[config.mk]
export PLATFORM = sky130hd
export DESIGN_NAME = cfi_ctrl
export DESIGN_NICKNAME = d
export VERILOG_FILES = /design/src/rtl/cfi_pkg.sv /design/src/rtl/cfi_ctrl.sv
export SDC_FILE = /design/constraint.sdc
export NUM_CORES = 1
export LEC_CHECK = 0
export BUFFER_PORTS_ARGS = -buffer_cell sky130_fd_sc_hd__buf_2
export CAP_MARGIN = 20
export CORE_MARGIN = 1.5
export CORE_UTILIZATION = 60
export CTS_BUF_LIST = sky130_fd_sc_hd__clkbuf_16
export DETAILED_ROUTE_END_ITERATION = 10
export PLACE_DENSITY = 0.95
export SKIP_CTS_REPAIR_TIMING = 1
export SLEW_MARGIN = 10
export SYNTH_ARGS = -nofsm -noshare
export SYNTH_HDL_FRONTEND = slang
export SYNTH_SLANG_ARGS = --single-unit
[constraint.sdc]
create_clock -name clk -period 10.7 [get_ports clk]
set_input_delay 0.535 -clock clk [delete_from_list [all_inputs] [get_ports clk]]
set_output_delay 0.535 -clock clk [all_outputs]
set_load 0.05 [all_outputs]
[src/rtl/cfi_pkg.sv]
// Shared types, constants and tables for the flash command state machine.
package cfi_pkg;

	localparam int ARRAY_WORDS  = 4096;
	localparam int SECTOR_WORDS = 256;
	localparam int BUFFER_WORDS = 16;
	localparam int QUERY_WORDS  = 128;
	localparam int NUM_SECTORS  = (ARRAY_WORDS + SECTOR_WORDS - 1) / SECTOR_WORDS;

	localparam int AW = $clog2(ARRAY_WORDS);
	localparam int SW = $clog2(SECTOR_WORDS);
	localparam int BW = (BUFFER_WORDS > 1) ? $clog2(BUFFER_WORDS) : 1;
	localparam int NW = (NUM_SECTORS > 1) ? $clog2(NUM_SECTORS) : 1;
	localparam int CW = $clog2(BUFFER_WORDS + 1);
	localparam int EW = $clog2(ARRAY_WORDS + 1);

	typedef enum logic [1:0] {
		RM_ARRAY  = 2'd0,
		RM_ID     = 2'd1,
		RM_STATUS = 2'd2,
		RM_QUERY  = 2'd3
	} rmode_t;

	localparam logic [7:0] CODE_CONFIRM   = 8'hD0;
	localparam logic [7:0] CODE_LOCK_SET  = 8'h01;
	localparam logic [7:0] CODE_READ_ARR  = 8'hFF;
	localparam logic [7:0] CODE_READ_ID   = 8'h90;
	localparam logic [7:0] CODE_READ_STAT = 8'h70;
	localparam logic [7:0] CODE_QUERY     = 8'h98;
	localparam logic [7:0] CODE_CLR_STAT  = 8'h50;
	localparam logic [7:0] CODE_PROG_A    = 8'h40;
	localparam logic [7:0] CODE_PROG_B    = 8'h10;
	localparam logic [7:0] CODE_BUFFER    = 8'hE8;
	localparam logic [7:0] CODE_ERASE     = 8'h20;
	localparam logic [7:0] CODE_LOCK      = 8'h60;

	localparam logic [31:0] ID_MAKER  = 32'h0089_0089;
	localparam logic [31:0] ID_DEVICE = 32'h0018_0018;
	localparam logic [31:0] ONES      = 32'hffff_ffff;

	// Error bits of the status register.
	localparam int E_PROT = 0;
	localparam int E_VOLT = 1;
	localparam int E_PGM  = 2;
	localparam int E_ERS  = 3;

	// Datapath operation chosen by the controller.
	typedef enum logic [3:0] {
		OP_NONE    = 4'd0,
		OP_READ    = 4'd1,
		OP_PROGRAM = 4'd2,
		OP_BUF_CLR = 4'd3,
		OP_BUF_LD  = 4'd4,
		OP_BUF_RD  = 4'd5,
		OP_BUF_AND = 4'd6,
		OP_ERASE   = 4'd7,
		OP_FETCH   = 4'd8
	} op_t;

	typedef struct packed {
		op_t          op;
		logic [AW-1:0] addr;
		logic [31:0]  data;
		logic [BW-1:0] slot;
		logic         last;
	} dp_cmd_t;

	typedef struct packed {
		logic        rd_valid;
		logic [31:0] rd_data;
	} dp_stat_t;

	function automatic logic [NW-1:0] sector_of(input logic [AW:0] a);
		logic [AW:0] s;
		s = a >> SW;
		if (s >= (AW+1)'(NUM_SECTORS)) s = (AW+1)'(NUM_SECTORS - 1);
		return s[NW-1:0];
	endfunction

	function automatic logic [31:0] both_halves(input logic [15:0] v);
		return {v, v};
	endfunction

	function automatic logic [31:0] query_rom(input logic [6:0] a);
		logic [15:0] h;
		unique case (a)
			7'h00: h = 16'h0089; 7'h01: h = 16'h0018; 7'h02: h = 16'h0001;
			7'h10: h = 16'h0051; 7'h11: h = 16'h0052; 7'h12: h = 16'h0059;
			7'h13: h = 16'h0001; 7'h15: h = 16'h0031; 7'h1b: h = 16'h0027;
			7'h1c: h = 16'h0036; 7'h1f: h = 16'h0007; 7'h20: h = 16'h0007;
			7'h21: h = 16'h000A; 7'h23: h = 16'h0004; 7'h24: h = 16'h0004;
			7'h25: h = 16'h0004; 7'h27: h = 16'h0018; 7'h28: h = 16'h0002;
			7'h2a: h = 16'h0005; 7'h2c: h = 16'h0001; 7'h2d: h = 16'h007F;
			7'h30: h = 16'h0002; 7'h31: h = 16'h0050; 7'h32: h = 16'h0052;
			7'h33: h = 16'h0049; 7'h34: h = 16'h0031; 7'h35: h = 16'h0032;
			7'h36: h = 16'h00CE; 7'h3a: h = 16'h0001; 7'h3b: h = 16'h0001;
			7'h3c: h = 16'h0001; 7'h3d: h = 16'h0033; 7'h3f: h = 16'h0001;
			7'h41: h = 16'h0001; 7'h42: h = 16'h0003; 7'h43: h = 16'h0003;
			7'h44: h = 16'h0003;
			default: h = 16'h0000;
		endcase
		return {h, h};
	endfunction

endpackage

[src/rtl/cfi_ctrl.sv]
// Controller: command decoding, sequence state, locks, status and sweeps.
module cfi_ctrl (
	input  logic              clk,
	input  logic              arst_n,
	input  logic              start,
	input  logic              command,
	input  logic [11:0]       word_address,
	input  logic [31:0]       write_data,
	input  logic              cfg_we,
	input  logic              cfg_wdata,
	output logic              busy,
	output logic              done,
	output logic [31:0]       read_data,
	output cfi_pkg::dp_cmd_t  cmd,
	input  cfi_pkg::dp_stat_t stat
);
	import cfi_pkg::*;

	typedef enum logic [7:0] {
		S_IDLE  = 8'b00000001,
		S_PREP  = 8'b00000010,
		S_RDW   = 8'b00000100,
		S_CLR   = 8'b00001000,
		S_ERASE = 8'b00010000,
		S_MERGE = 8'b00100000,
		S_DONE  = 8'b01000000,
		S_INIT  = 8'b10000000
	} state_t;

	typedef enum logic [2:0] {
		SQ_READY = 3'd0, SQ_PROG = 3'd1, SQ_BUF = 3'd2, SQ_ERASE = 3'd3,
		SQ_LOCK = 3'd4
	} seq_t;

	state_t           state_q;
	seq_t             seq_q;
	rmode_t           rmode_q;
	logic [3:0]       err_q;
	logic [NUM_SECTORS-1:0] locks_q;
	logic             pen_q;
	logic [CW-1:0]    bcount_q, bloaded_q;
	logic [AW-1:0]    bstart_q, blatch_q;
	logic [EW-1:0]    idx_q;
	logic [AW-1:0]    a_q;
	logic [31:0]      d_q;
	logic [31:0]      other_q;
	logic             from_arr_q;
	logic             command_q;
	logic [7:0]       code;
	logic [AW:0]      end_addr;
	logic [8:0]       cnt_new;
	logic [EW-1:0]    sweep_a;
	logic [7:0]       st;
	logic [31:0]      prep_word;

	assign code = d_q[7:0];
	assign busy = (state_q != S_IDLE);
	assign cnt_new = {1'b0, d_q[7:0]} + 9'd1;
	assign end_addr = (AW+1)'({1'b0, a_q}) + (AW+1)'(cnt_new) - (AW+1)'(1);
	assign sweep_a = EW'(bstart_q) + idx_q;
	assign st = {2'b10, err_q[E_ERS], err_q[E_PGM], err_q[E_VOLT], 1'b0,
		err_q[E_PROT], 1'b0};

	// Datapath command for this cycle.
	always_comb begin
		cmd.op   = OP_NONE;
		cmd.addr = a_q;
		cmd.data = d_q;
		cmd.slot = a_q[BW-1:0];
		cmd.last = 1'b0;
		unique case (state_q)
			S_INIT: begin
				cmd.op = OP_ERASE;
				cmd.addr = idx_q[AW-1:0];
			end
			S_PREP: begin
				if (command_q || rmode_q == RM_ARRAY) cmd.op = OP_READ;
			end
			S_RDW: begin
				if (command_q) begin
					if (seq_q == SQ_BUF) cmd.op = OP_BUF_LD;
					else begin
						cmd.op = OP_PROGRAM;
						cmd.data = d_q & stat.rd_data;
					end
				end
			end
			S_CLR: begin
				cmd.op = OP_BUF_CLR;
				cmd.slot = idx_q[BW-1:0];
			end
			S_ERASE: begin
				cmd.op = OP_ERASE;
				cmd.addr = AW'({sector_of({1'b0, a_q}), {SW{1'b0}}}) + AW'(idx_q);
			end
			S_MERGE: begin
				cmd.op = (sweep_a < EW'(ARRAY_WORDS) && idx_q < EW'(BUFFER_WORDS))
					? OP_BUF_AND : OP_NONE;
				cmd.addr = sweep_a[AW-1:0];
				cmd.slot = sweep_a[BW-1:0];
			end
			default: ;
		endcase
	end

	// Main sequencer.
	always_ff @(posedge clk or negedge arst_n) begin
		if (!arst_n) begin
			state_q    <= S_INIT;
			seq_q      <= SQ_READY;
			rmode_q    <= RM_ARRAY;
			err_q      <= '0;
			locks_q    <= '0;
			pen_q      <= 1'b1;
			bcount_q   <= '0;
			bloaded_q  <= '0;
			bstart_q   <= '0;
			blatch_q   <= '0;
			idx_q      <= '0;
			done       <= 1'b0;
			command_q  <= 1'b0;
			from_arr_q <= 1'b0;
		end else begin
			done <= (state_q == S_DONE);
			if (cfg_we) pen_q <= cfg_wdata;
			unique case (state_q)
				S_INIT: begin
					idx_q <= idx_q + EW'(1);
					if (idx_q == EW'(ARRAY_WORDS - 1)) state_q <= S_IDLE;
				end
				S_IDLE: begin
					if (start) begin
						command_q <= command;
						state_q   <= S_PREP;
					end
				end
				S_PREP: begin
					idx_q <= '0;
					if (!command_q) begin
						state_q <= (rmode_q == RM_ARRAY) ? S_RDW : S_DONE;
						from_arr_q <= (rmode_q == RM_ARRAY);
					end else begin
						from_arr_q <= 1'b0;
						unique case (seq_q)
							SQ_READY: begin
								state_q <= (code == CODE_BUFFER) ? S_CLR : S_DONE;
								priority case (code)
									CODE_READ_ARR:  rmode_q <= RM_ARRAY;
									CODE_READ_ID:   rmode_q <= RM_ID;
									CODE_READ_STAT: rmode_q <= RM_STATUS;
									CODE_QUERY:     rmode_q <= RM_QUERY;
									CODE_CLR_STAT: begin
										err_q <= '0;
										rmode_q <= RM_ARRAY;
									end
									CODE_PROG_A, CODE_PROG_B: seq_q <= SQ_PROG;
									CODE_BUFFER: begin
										seq_q <= SQ_BUF;
										rmode_q <= RM_STATUS;
										bcount_q <= '0;
										bloaded_q <= '0;
									end
									CODE_ERASE: seq_q <= SQ_ERASE;
									CODE_LOCK:  seq_q <= SQ_LOCK;
									default: ;
								endcase
							end
							SQ_PROG: begin
								rmode_q <= RM_STATUS;
								seq_q <= SQ_READY;
								if (locks_q[sector_of({1'b0, a_q})]) begin
									err_q[E_PGM] <= 1'b1; err_q[E_PROT] <= 1'b1;
									state_q <= S_DONE;
								end else if (!pen_q) begin
									err_q[E_PGM] <= 1'b1; err_q[E_VOLT] <= 1'b1;
									state_q <= S_DONE;
								end else begin
									state_q <= S_RDW;
								end
							end
							SQ_ERASE: begin
								seq_q <= SQ_READY;
								if (code == CODE_CONFIRM) begin
									rmode_q <= RM_STATUS;
									if (locks_q[sector_of({1'b0, a_q})]) begin
										err_q[E_ERS] <= 1'b1; err_q[E_PROT] <= 1'b1;
										state_q <= S_DONE;
									end else if (!pen_q) begin
										err_q[E_ERS] <= 1'b1; err_q[E_VOLT] <= 1'b1;
										state_q <= S_DONE;
									end else state_q <= S_ERASE;
								end else state_q <= S_DONE;
							end
							SQ_LOCK: begin
								seq_q <= SQ_READY;
								state_q <= S_DONE;
								if (code == CODE_LOCK_SET) begin
									rmode_q <= RM_STATUS;
									if (!pen_q) begin
										err_q[E_PGM] <= 1'b1; err_q[E_VOLT] <= 1'b1;
									end else locks_q[sector_of({1'b0, a_q})] <= 1'b1;
								end else if (code == CODE_CONFIRM) begin
									rmode_q <= RM_STATUS;
									if (!pen_q) begin
										err_q[E_ERS] <= 1'b1; err_q[E_VOLT] <= 1'b1;
									end else locks_q <= '0;
								end
							end
							SQ_BUF: begin
								if (bcount_q == '0) begin
									state_q <= S_DONE;
									bcount_q <= CW'(cnt_new > 9'(BUFFER_WORDS) ?
										9'(BUFFER_WORDS) : cnt_new);
									blatch_q <= a_q;
									if (cnt_new > 9'(BUFFER_WORDS) ||
										sector_of({1'b0, a_q}) != sector_of(end_addr)) begin
										err_q[E_PGM] <= 1'b1; err_q[E_ERS] <= 1'b1;
										seq_q <= SQ_READY;
									end
								end else if (bloaded_q < bcount_q) begin
									if (sector_of({1'b0, a_q}) !=
										sector_of({1'b0, blatch_q})) begin
										err_q[E_PGM] <= 1'b1; err_q[E_ERS] <= 1'b1;
										seq_q <= SQ_READY;
										state_q <= S_DONE;
									end else begin
										if (bloaded_q == '0) bstart_q <= a_q;
										bloaded_q <= bloaded_q + CW'(1);
										state_q <= S_RDW;
									end
								end else begin
									seq_q <= SQ_READY;
									if (code != CODE_CONFIRM) begin
										err_q[E_PGM] <= 1'b1; err_q[E_ERS] <= 1'b1;
										state_q <= S_DONE;
									end else begin
										rmode_q <= RM_STATUS;
										if (locks_q[sector_of({1'b0, blatch_q})]) begin
											err_q[E_PGM] <= 1'b1; err_q[E_PROT] <= 1'b1;
											state_q <= S_DONE;
										end else if (!pen_q) begin
											err_q[E_PGM] <= 1'b1; err_q[E_VOLT] <= 1'b1;
											state_q <= S_DONE;
										end else state_q <= S_MERGE;
									end
								end
							end
							default: begin
								seq_q <= SQ_READY;
								state_q <= S_DONE;
							end
						endcase
					end
				end
				S_RDW: state_q <= S_DONE;
				S_CLR: begin
					idx_q <= idx_q + EW'(1);
					if (idx_q == EW'((1 << BW) - 1)) state_q <= S_DONE;
				end
				S_ERASE: begin
					idx_q <= idx_q + EW'(1);
					if (idx_q == EW'(SECTOR_WORDS - 1)) state_q <= S_DONE;
				end
				S_MERGE: begin
					idx_q <= idx_q + EW'(1);
					if (idx_q == EW'(BUFFER_WORDS)) state_q <= S_DONE;
				end
				S_DONE: state_q <= S_IDLE;
				default: state_q <= S_IDLE;
			endcase
		end
	end

	// Word for reads outside array mode; zero for writes.
	always_comb begin
		prep_word = '0;
		if (!command_q) begin
			unique case (rmode_q)
				RM_ID: begin
					if (a_q[SW-1:0] == SW'(0)) prep_word = ID_MAKER;
					else if (a_q[SW-1:0] == SW'(1)) prep_word = ID_DEVICE;
					else if (a_q[SW-1:0] == SW'(2))
						prep_word = both_halves({15'd0,
							locks_q[sector_of({1'b0, a_q})]});
				end
				RM_STATUS: prep_word = both_halves({8'd0, st});
				RM_QUERY: if ({1'b0, a_q} < (AW+1)'(QUERY_WORDS))
					prep_word = query_rom(a_q[6:0]);
				default: ;
			endcase
		end
	end

	// Capture the beat and hold the result word.
	always_ff @(posedge clk) begin
		if (state_q == S_IDLE && start) begin
			a_q <= word_address[AW-1:0];
			d_q <= write_data;
		end
		if (state_q == S_PREP) other_q <= prep_word;
		else if (stat.rd_valid && from_arr_q) other_q <= stat.rd_data;
	end

	assign read_data = other_q;
endmodule

==> results.txt, run 1 <==
status -> finished, final reports clean
IO buf count -> 167
#FFs+latches synth -> 160
Final Hold Viols -> 0
synth unique cells -> 83
Post-synth EDFFs -> 76
worst setup path startpoint -> state_q[1]$_DFFE_PN0P_
required time worst endpoint -> 10170 ps
initial antenna violation count -> 0
PD cells -> 222.7 nW/um^2
synth warn -> 0
CTS tree -> built
final worst slack -> 6452 ps
Worst IR Drop VDD -> 0.1612 mV
max cap viols -> 0
WS Path Type -> flip-flop to output port
Int Pwr -> 1.460 mW
GRT overflow -> 0
Synth Instances -> 1026
Via density -> 6.314
most frequent cells in the layout -> 166 x buf_2, 118 x nand2_1, 94 x nor2_1, 76 x edfxtp_1, 74 x dfrtp_1
fraction of registers with async set/reset -> 47.50%
CTS root buf -> clkbuf_16
reg2reg setup slack -> 6590 ps
synth-to-layout area growth -> 16.28%
Final period util -> 39.70%
ant diodes -> 0
Die Area -> 17500 sq um
Max stage delay cell, worst path -> nor3b_1
sequential-to-total area share from yosys stat -> 43.34%
clk_skew -> 11.15 ps
share of cells above drive strength 1 -> 22.90%
DIE WIDTH -> 132.3 microns
drc violations -> 0
total number of vias -> 8915
crit path DAT -> 3710 ps
vias in the first global route -> 8797
Worst path max stage delay -> 840 ps
commonest non-fill, non-tap cell in the layout -> buf_2
Worst Setup EP -> cmd[45]
Total Power -> 2.597 mW
CTS buffer count -> 17
min Tclk post-route -> 4248 ps
Max Slew Vio Count -> 0
Net count, final -> 1318
Mean Syn Cell Area -> 9.774 sq um
DPL Wire Length -> 19390 microns
Core ar. -> 16470 sq um
Max FO, Critical Path -> 12
crit path launch type -> flip-flop
Min-Delay Path Class -> primary input to async pin
pre-CTS WS -> 6639 ps
# rows -> 47
gpl congestion -> 0.9473
switching share of power -> 43.78%
Worst-path clk slew -> 70 ps
CP Capture Type -> output port
total track usage -> 31.63%
Reg-to-Reg Start -> d_q[0]$_DFFE_PP_
FF-to-FF path depth -> 15
Slew HR -> 30.95%
pin count of the biggest net entering global routing -> 77
slew at the pin closest to its max-slew limit -> 1026 ps
Initial Utilization -> 60.90%
clk sinks -> 160
Flop pwr share -> 34.0%
WL/cell -> 19.22 microns
f_max -> 0.2354 GHz
reg-to-reg endpoint -> seq_q[0]$_DFFE_PN0P_
Die H -> 132.3 microns
RSZ-0062 raised after global routing -> false
CTS Buffer Depth -> 2
first-pass GRT wire length -> 43690 microns
synthesized area -> 10030 sq um
crit-path cells -> nor4_1 > nand2_1 > nor3b_1 > or2_2 > nor2_1 > a222oi_1 > o21ai_0 > buf_2
worst skew pair latency -> 440 ps
Comb pwr share -> 41.6%
final wirelength -> 27140 microns
DRT Pass-1 Iters -> 5
Top FF cell, synth -> edfxtp_1
P_sw -> 1.137 mW
Sum Neg Setup Slack -> 0 ps
Clock Power Share -> 24.4%
leakage -> 5.172 nW
Iteration-0 DRC Markers -> 815
Final ANT Viol Nets -> 0
H-tree Lvls -> 4
# IOs -> 170
setup violators final -> 0
==> critical path, delay by kind of cell, from the launching register on <==
kind                   cells  cell delay, ps
and+or+nand+nor            5            2060
AOI/OAI and AO/OA          2             560
buffers and inverters      1             240
DFF                        1             420
==> layer usage <==
metal	GRT usage (%)	wire, microns
met1	39.55	10470
met2	52.24	13200
met3	7.343	2512
met4	14.96	954
met5	0	0
==> state kept, by name, indices dropped and copies added, names as in the netlist, named ones only <==
| name | count |
|---|---|
| d_q | 32 |
| read_data | 32 |
| locks_q | 16 |
| idx_q | 13 |
| a_q | 12 |
| bstart_q | 12 |
| state_q | 8 |
| bcount_q | 5 |
| bloaded_q | 5 |
| blatch_q | 4 |
| err_q | 4 |
| seq_q | 3 |
| rmode_q | 2 |
| command_q | 1 |
| done | 1 |
| from_arr_q | 1 |
| pen_q | 1 |
==> Yosys cell counts, drive strengths merged (4+ instances only) <==
cell	instances	area (sq um)
a211oi	8	60.06
nand2b	16	107.6
a21o	15	112.6
o21a	33	247.7
mux4	10	225.2
and3	8	50.05
a22oi	7	52.55
nor3	18	95.09
a2111oi	4	53.81
a21oi	45	225.2
clkbuf	37	138.9
dfxtp	8	160.2
o22ai	5	31.28
ha	54	675.7
edfxtp	76	2282
nor2	95	359.1
inv	46	172.7
buf	9	50.04
nand3b	5	37.54
nor3b	9	72.57
nand3	38	190.2
nor2b	11	68.82
o31ai	6	45.04
or2	6	40.04
nand4	5	31.28
o41ai	4	72.57
a31oi	28	175.2
o211ai	7	52.55
xnor2	18	157.7
dfrtp	74	1852
xor2	13	113.9
mux2	28	319.0
mux2i	11	110.1
nand2	119	449.2
nor4	12	126.4
o21ai	59	295.3
o2111ai	4	41.29
and2	23	143.9
a221o	10	100.1
==> cell families after synthesis <==
logic type	count (synthesis)	share of synthesized area, %
AOI/OAI and AO/OA	256	17.48
xor gates and xnor gates	32	2.932
adders and majority gates	56	7.137
buffers and inverters	92	3.606
DFF	160	43.34
muxes	49	6.525
other	1	0.03739
and+or+nand+nor	380	18.94
==> how the worst min path moves through the flow <==
stage | from | end | slack, ps | depth (start not counted)
3_5_place_dp | from_arr_q$_DFFE_PN0P_ | from_arr_q$_DFFE_PN0P_ | 470 | 2
5_1_grt | write_data[27] | d_q[27]$_DFFE_PP_ | 250 | 1
6_report | arst_n | bstart_q[7]$_DFFE_PN0P_ | 240 | 1
2_1_floorplan | arst_n | bcount_q[0]$_DFFE_PN0P_ | 240 | 0
4_1_cts | write_data[20] | d_q[20]$_DFFE_PP_ | 250 | 1
3_3_place_gp | from_arr_q$_DFFE_PN0P_ | from_arr_q$_DFFE_PN0P_ | 470 | 2
==> power by group through the flow <==
stage                     clock network (mW)  logic (mW)  registers (mW)
after floorplan                            0       0.728           0.960
after global placement                     0        1.04           0.881
after detailed placement                   0        1.06           0.888
after CTS                              0.639        1.07           0.878
after global routing                   0.662        1.15           0.893
final                                  0.634        1.08           0.882
==> area by class of cell <==
class,count,area (sq um)
clock buffers,17,425.4
clock inverters,15,188.9
fillers,1151,4805
inverters,46,172.7
multi-input cells,775,5324
flip-flops and latches,160,4347
well taps,220,275.3
repair buffers,179,928.4
==> through the flow <==
stage / hold slack, ps / util (%) / instance area [sq um] / std cells
after floorplan: 239.4 / - / 10030 / 1027
after global placement: 467.1 / 67.04 / 11040 / 1379
after detailed placement: 470.2 / 67.04 / 11040 / 1379
after CTS: 254.1 / 70.78 / 11650 / 1411
after global routing: 249.0 / 70.82 / 11660 / 1412
final: 238.8 / 70.82 / 11660 / 1412
No activity file was read; power rests on OpenSTA's default activity.
==> inputs of run 2 (changes only) <==
--- a/config.mk
+++ b/config.mk
@@ -8,10 +8,10 @@
 export BUFFER_PORTS_ARGS = -buffer_cell sky130_fd_sc_hd__buf_2
 export CAP_MARGIN = 20
 export CORE_MARGIN = 1.5
-export CORE_UTILIZATION = 60
+export CORE_UTILIZATION = 57
 export CTS_BUF_LIST = sky130_fd_sc_hd__clkbuf_16
 export DETAILED_ROUTE_END_ITERATION = 10
-export PLACE_DENSITY = 0.95
+export PLACE_DENSITY = 0.93
 export SKIP_CTS_REPAIR_TIMING = 1
 export SLEW_MARGIN = 10
 export SYNTH_ARGS = -nofsm -noshare
==> constraint.sdc (replaced) <==
create_clock -name clk -period 4.1 [get_ports clk]
set_input_delay 0.205 -clock clk [delete_from_list [all_inputs] [get_ports clk]]
set_output_delay 0.205 -clock clk [all_outputs]
set_load 0.05 [all_outputs]
==> run 2 against run 1 <==
  * The flow now finishes with violations (negative setup slack)
  * Via count grew 5.2%
  * Sequential share of layout area shrank 2.7 points
  * Clock-buffer cell count is the same
==> results.txt, run 2 (synthesis gave the netlist of run 1 again) <==
Hold Path End -> pen_q$_DFFE_PN1P_
total track usage -> 29.95% (-1.7 points)
required time worst endpoint -> 4440 ps (-5730 ps)
Int Pwr -> 3.939 mW (+170%)
# IOs -> 170 (unchanged)
Worst IR Drop VDD -> 0.4133 mV (+160%)
drc violations -> 0 (unchanged)
Max Slew Vio Count -> 0 (unchanged)
Final period util -> 101.2%
Flop pwr share -> 31.4% (-2.6 points)
Worst path max stage delay -> 480 ps (-360 ps)
Comb pwr share -> 46.3% (+4.7 points)
Total Power -> 7.152 mW (+180%)
Reg-to-Reg Start -> d_q[0]$_DFFE_PP_
reg-to-reg endpoint -> seq_q[0]$_DFFE_PN0P_
CP Capture Type -> flip-flop
slew at the pin closest to its max-slew limit -> 1016 ps (-9.914 ps)
Post-DP Area -> 11180 sq um (+1.3%)
Initial Utilization -> 58.18% (-2.7 points)
CTS root buf -> clkbuf_16
final wirelength -> 29960 microns (+10%)
Clock Power Share -> 22.3% (-2.1 points)
pin count of the biggest net entering global routing -> 77 (unchanged)
Min-Delay Path Class -> primary input to flip-flop
Final ANT Viol Nets -> 0 (unchanged)
vias in the first global route -> 8688 (-1.2%)
GRT overflow -> 0 (unchanged)
ant diodes -> 0 (unchanged)
WS Path Type -> flip-flop to flip-flop
Core ar. -> 17240 sq um (+4.7%)
CTS buffer count -> 17 (unchanged)
most frequent cells in the layout -> 166 x buf_2, 116 x nand2_1, 92 x nor2_1, 76 x edfxtp_1, 74 x dfrtp_1
crit path DAT -> 4490 ps (+780 ps)
status -> complete, but fails checks
commonest non-fill, non-tap cell in the layout -> buf_2
Finished Core Util -> 72.89% (+2.1 points)
clk_skew -> 11.40 ps (+0.2498 ps)
Die H -> 135.6 microns (+2.5%)
worst skew pair latency -> 450 ps (about the same)
synth-to-layout area growth -> 25.29%
DRT Pass-1 Iters -> 6 (+1)
CTS tree -> built
PD cells -> 569.2 nW/um^2 (+160%)
worst hold start -> cfg_we
first-pass GRT wire length -> 42830 microns (-2.0%)
gpl congestion -> 0.9423 (-0.53%)
switching share of power -> 44.93% (+1.2 points)
DPL Wire Length -> 19750 microns (+1.9%)
total number of vias -> 9383 (+5.2%)
P_sw -> 3.214 mW (+180%)
Worst-path clk slew -> 80 ps (about the same)
CTS Buffer Depth -> 2 (unchanged)
Finished Cell Area -> 12560 sq um (+7.7%)
f_max -> 0.2410 GHz
Iteration-0 DRC Markers -> 962 (+18%)
Hold Slack -> 13.74 ps (-225.0 ps)
WL/cell -> 20.04 microns (+4.3%)
FF-to-FF path depth -> 17 (+2)
Worst Hold Depth -> 2
IO buf count -> 167 (unchanged)
storage element area -> 4347 sq um (unchanged)
# rows -> 48 (+2.1%)
share of cells above drive strength 1 -> 25.91% (+3.0 points)
clk sinks -> 160 (unchanged)
Multi-input gate area -> 5542 sq um (+4.1%)
final worst slack -> -49.30 ps (-6501 ps)
failing checks -> negative setup slack
initial antenna violation count -> 0 (unchanged)
Sum Neg Setup Slack -> -180.7 ps (-180.7 ps)
H-tree Lvls -> 4 (unchanged)
leakage -> 5.526 nW (+6.8%)
crit-path cells -> buf_6 > and3_4 > nand3_4 > xor2_1 > ha_2 > inv_1 > ha_1 > a21o_1 > a21oi_4 > o21ai_4 > buf_4 > o2111ai_4 > nand2_2 > nor3_4 > nor4_4 > o41ai_4 > mux2_2
Final Hold Viols -> 0 (unchanged)
DIE WIDTH -> 135.6 microns (+2.5%)
reg2reg setup slack -> -50 ps (-6640 ps)
crit path launch type -> flip-flop
Max FO, Critical Path -> 5 (-7)
fillers -> 1128 (-2.0%)
Max stage delay cell, worst path -> edfxtp_1
Net count, final -> 1396 (+5.9%)
Via density -> 6.276 (-0.59%)
setup violators final -> 4 (+4)
min Tclk post-route -> 4149 ps
Die Area -> 18400 sq um (+5.1%)
Slew HR -> 32.24% (+1.3 points)
max cap viols -> 0 (unchanged)
run 2: cell count changes in the layout (fill, tap and decap cells not counted), moves of 3 or more:
cell | previous run | this run
buf_4 | 13 | 44
dlygate4sd3_1 | 0 | 46
ha_1 | 54 | 48
ha_4 | 0 | 5
inv_1 | 45 | 41
inv_2 | 1 | 4
run 2: power groups by stage:
stage	clock network, mW	logic, mW	registers (mW)
floorplan	0	1.90	2.51
finish	1.59	3.31	2.25
CTS	1.59	2.89	2.22
global placement	0	2.81	2.24
global route	1.66	3.51	2.27
detailed placement	0	2.88	2.25
run 2: final cells by class:
class,instances,share of cell area (%)
well taps,225,2.241
multi-input cells,775,44.10
inverters,46,1.394
flip-flops and latches,160,34.59
clock inverters,15,1.285
repair buffers,257,13.00
clock buffers,17,3.386
run 2: metrics by stage:
stage / instances / setup slack (ps)
detailed placement: 1402 / 125.3
global placement: 1402 / 275.1
CTS: 1434 / 98.11
finish: 1495 / -49.30
global route: 1495 / -241.4
floorplan: 1027 / 406.7
run 2: how the worst max path moves through the flow:
stage / start / end / slack, ps / depth (start not counted)
6_report: d_q[0]$_DFFE_PP_ / seq_q[0]$_DFFE_PN0P_ / -50 / 17
5_1_grt: d_q[0]$_DFFE_PP_ / seq_q[2]$_DFFE_PN0P_ / -240 / 16
4_1_cts: d_q[0]$_DFFE_PP_ / seq_q[1]$_DFFE_PN0P_ / 100 / 16
3_5_place_dp: d_q[0]$_DFFE_PP_ / seq_q[1]$_DFFE_PN0P_ / 130 / 16
3_3_place_gp: d_q[0]$_DFFE_PP_ / seq_q[1]$_DFFE_PN0P_ / 280 / 16
2_1_floorplan: d_q[0]$_DFFE_PP_ / seq_q[0]$_DFFE_PN0P_ / 410 / 15
run 2: metal layers:
layer	vias up	GRT usage, %	part of all wire (%)
li1	4224	-	-
met5	-	0	0
met3	145	7.482	8.7
met1	4453	36.90	37
met2	561	50.34	50
met4	0	12.13	4.6
run 2: critical path: cells and delay by family, from the launching register on:
family          cells  cell delay, ps
xor+xnor            1             190
compound gates      5            1220
simple gates        5             790
buf+inv             3             400
fa+ha+maj           2             590
mux                 1             380
flops               1             480
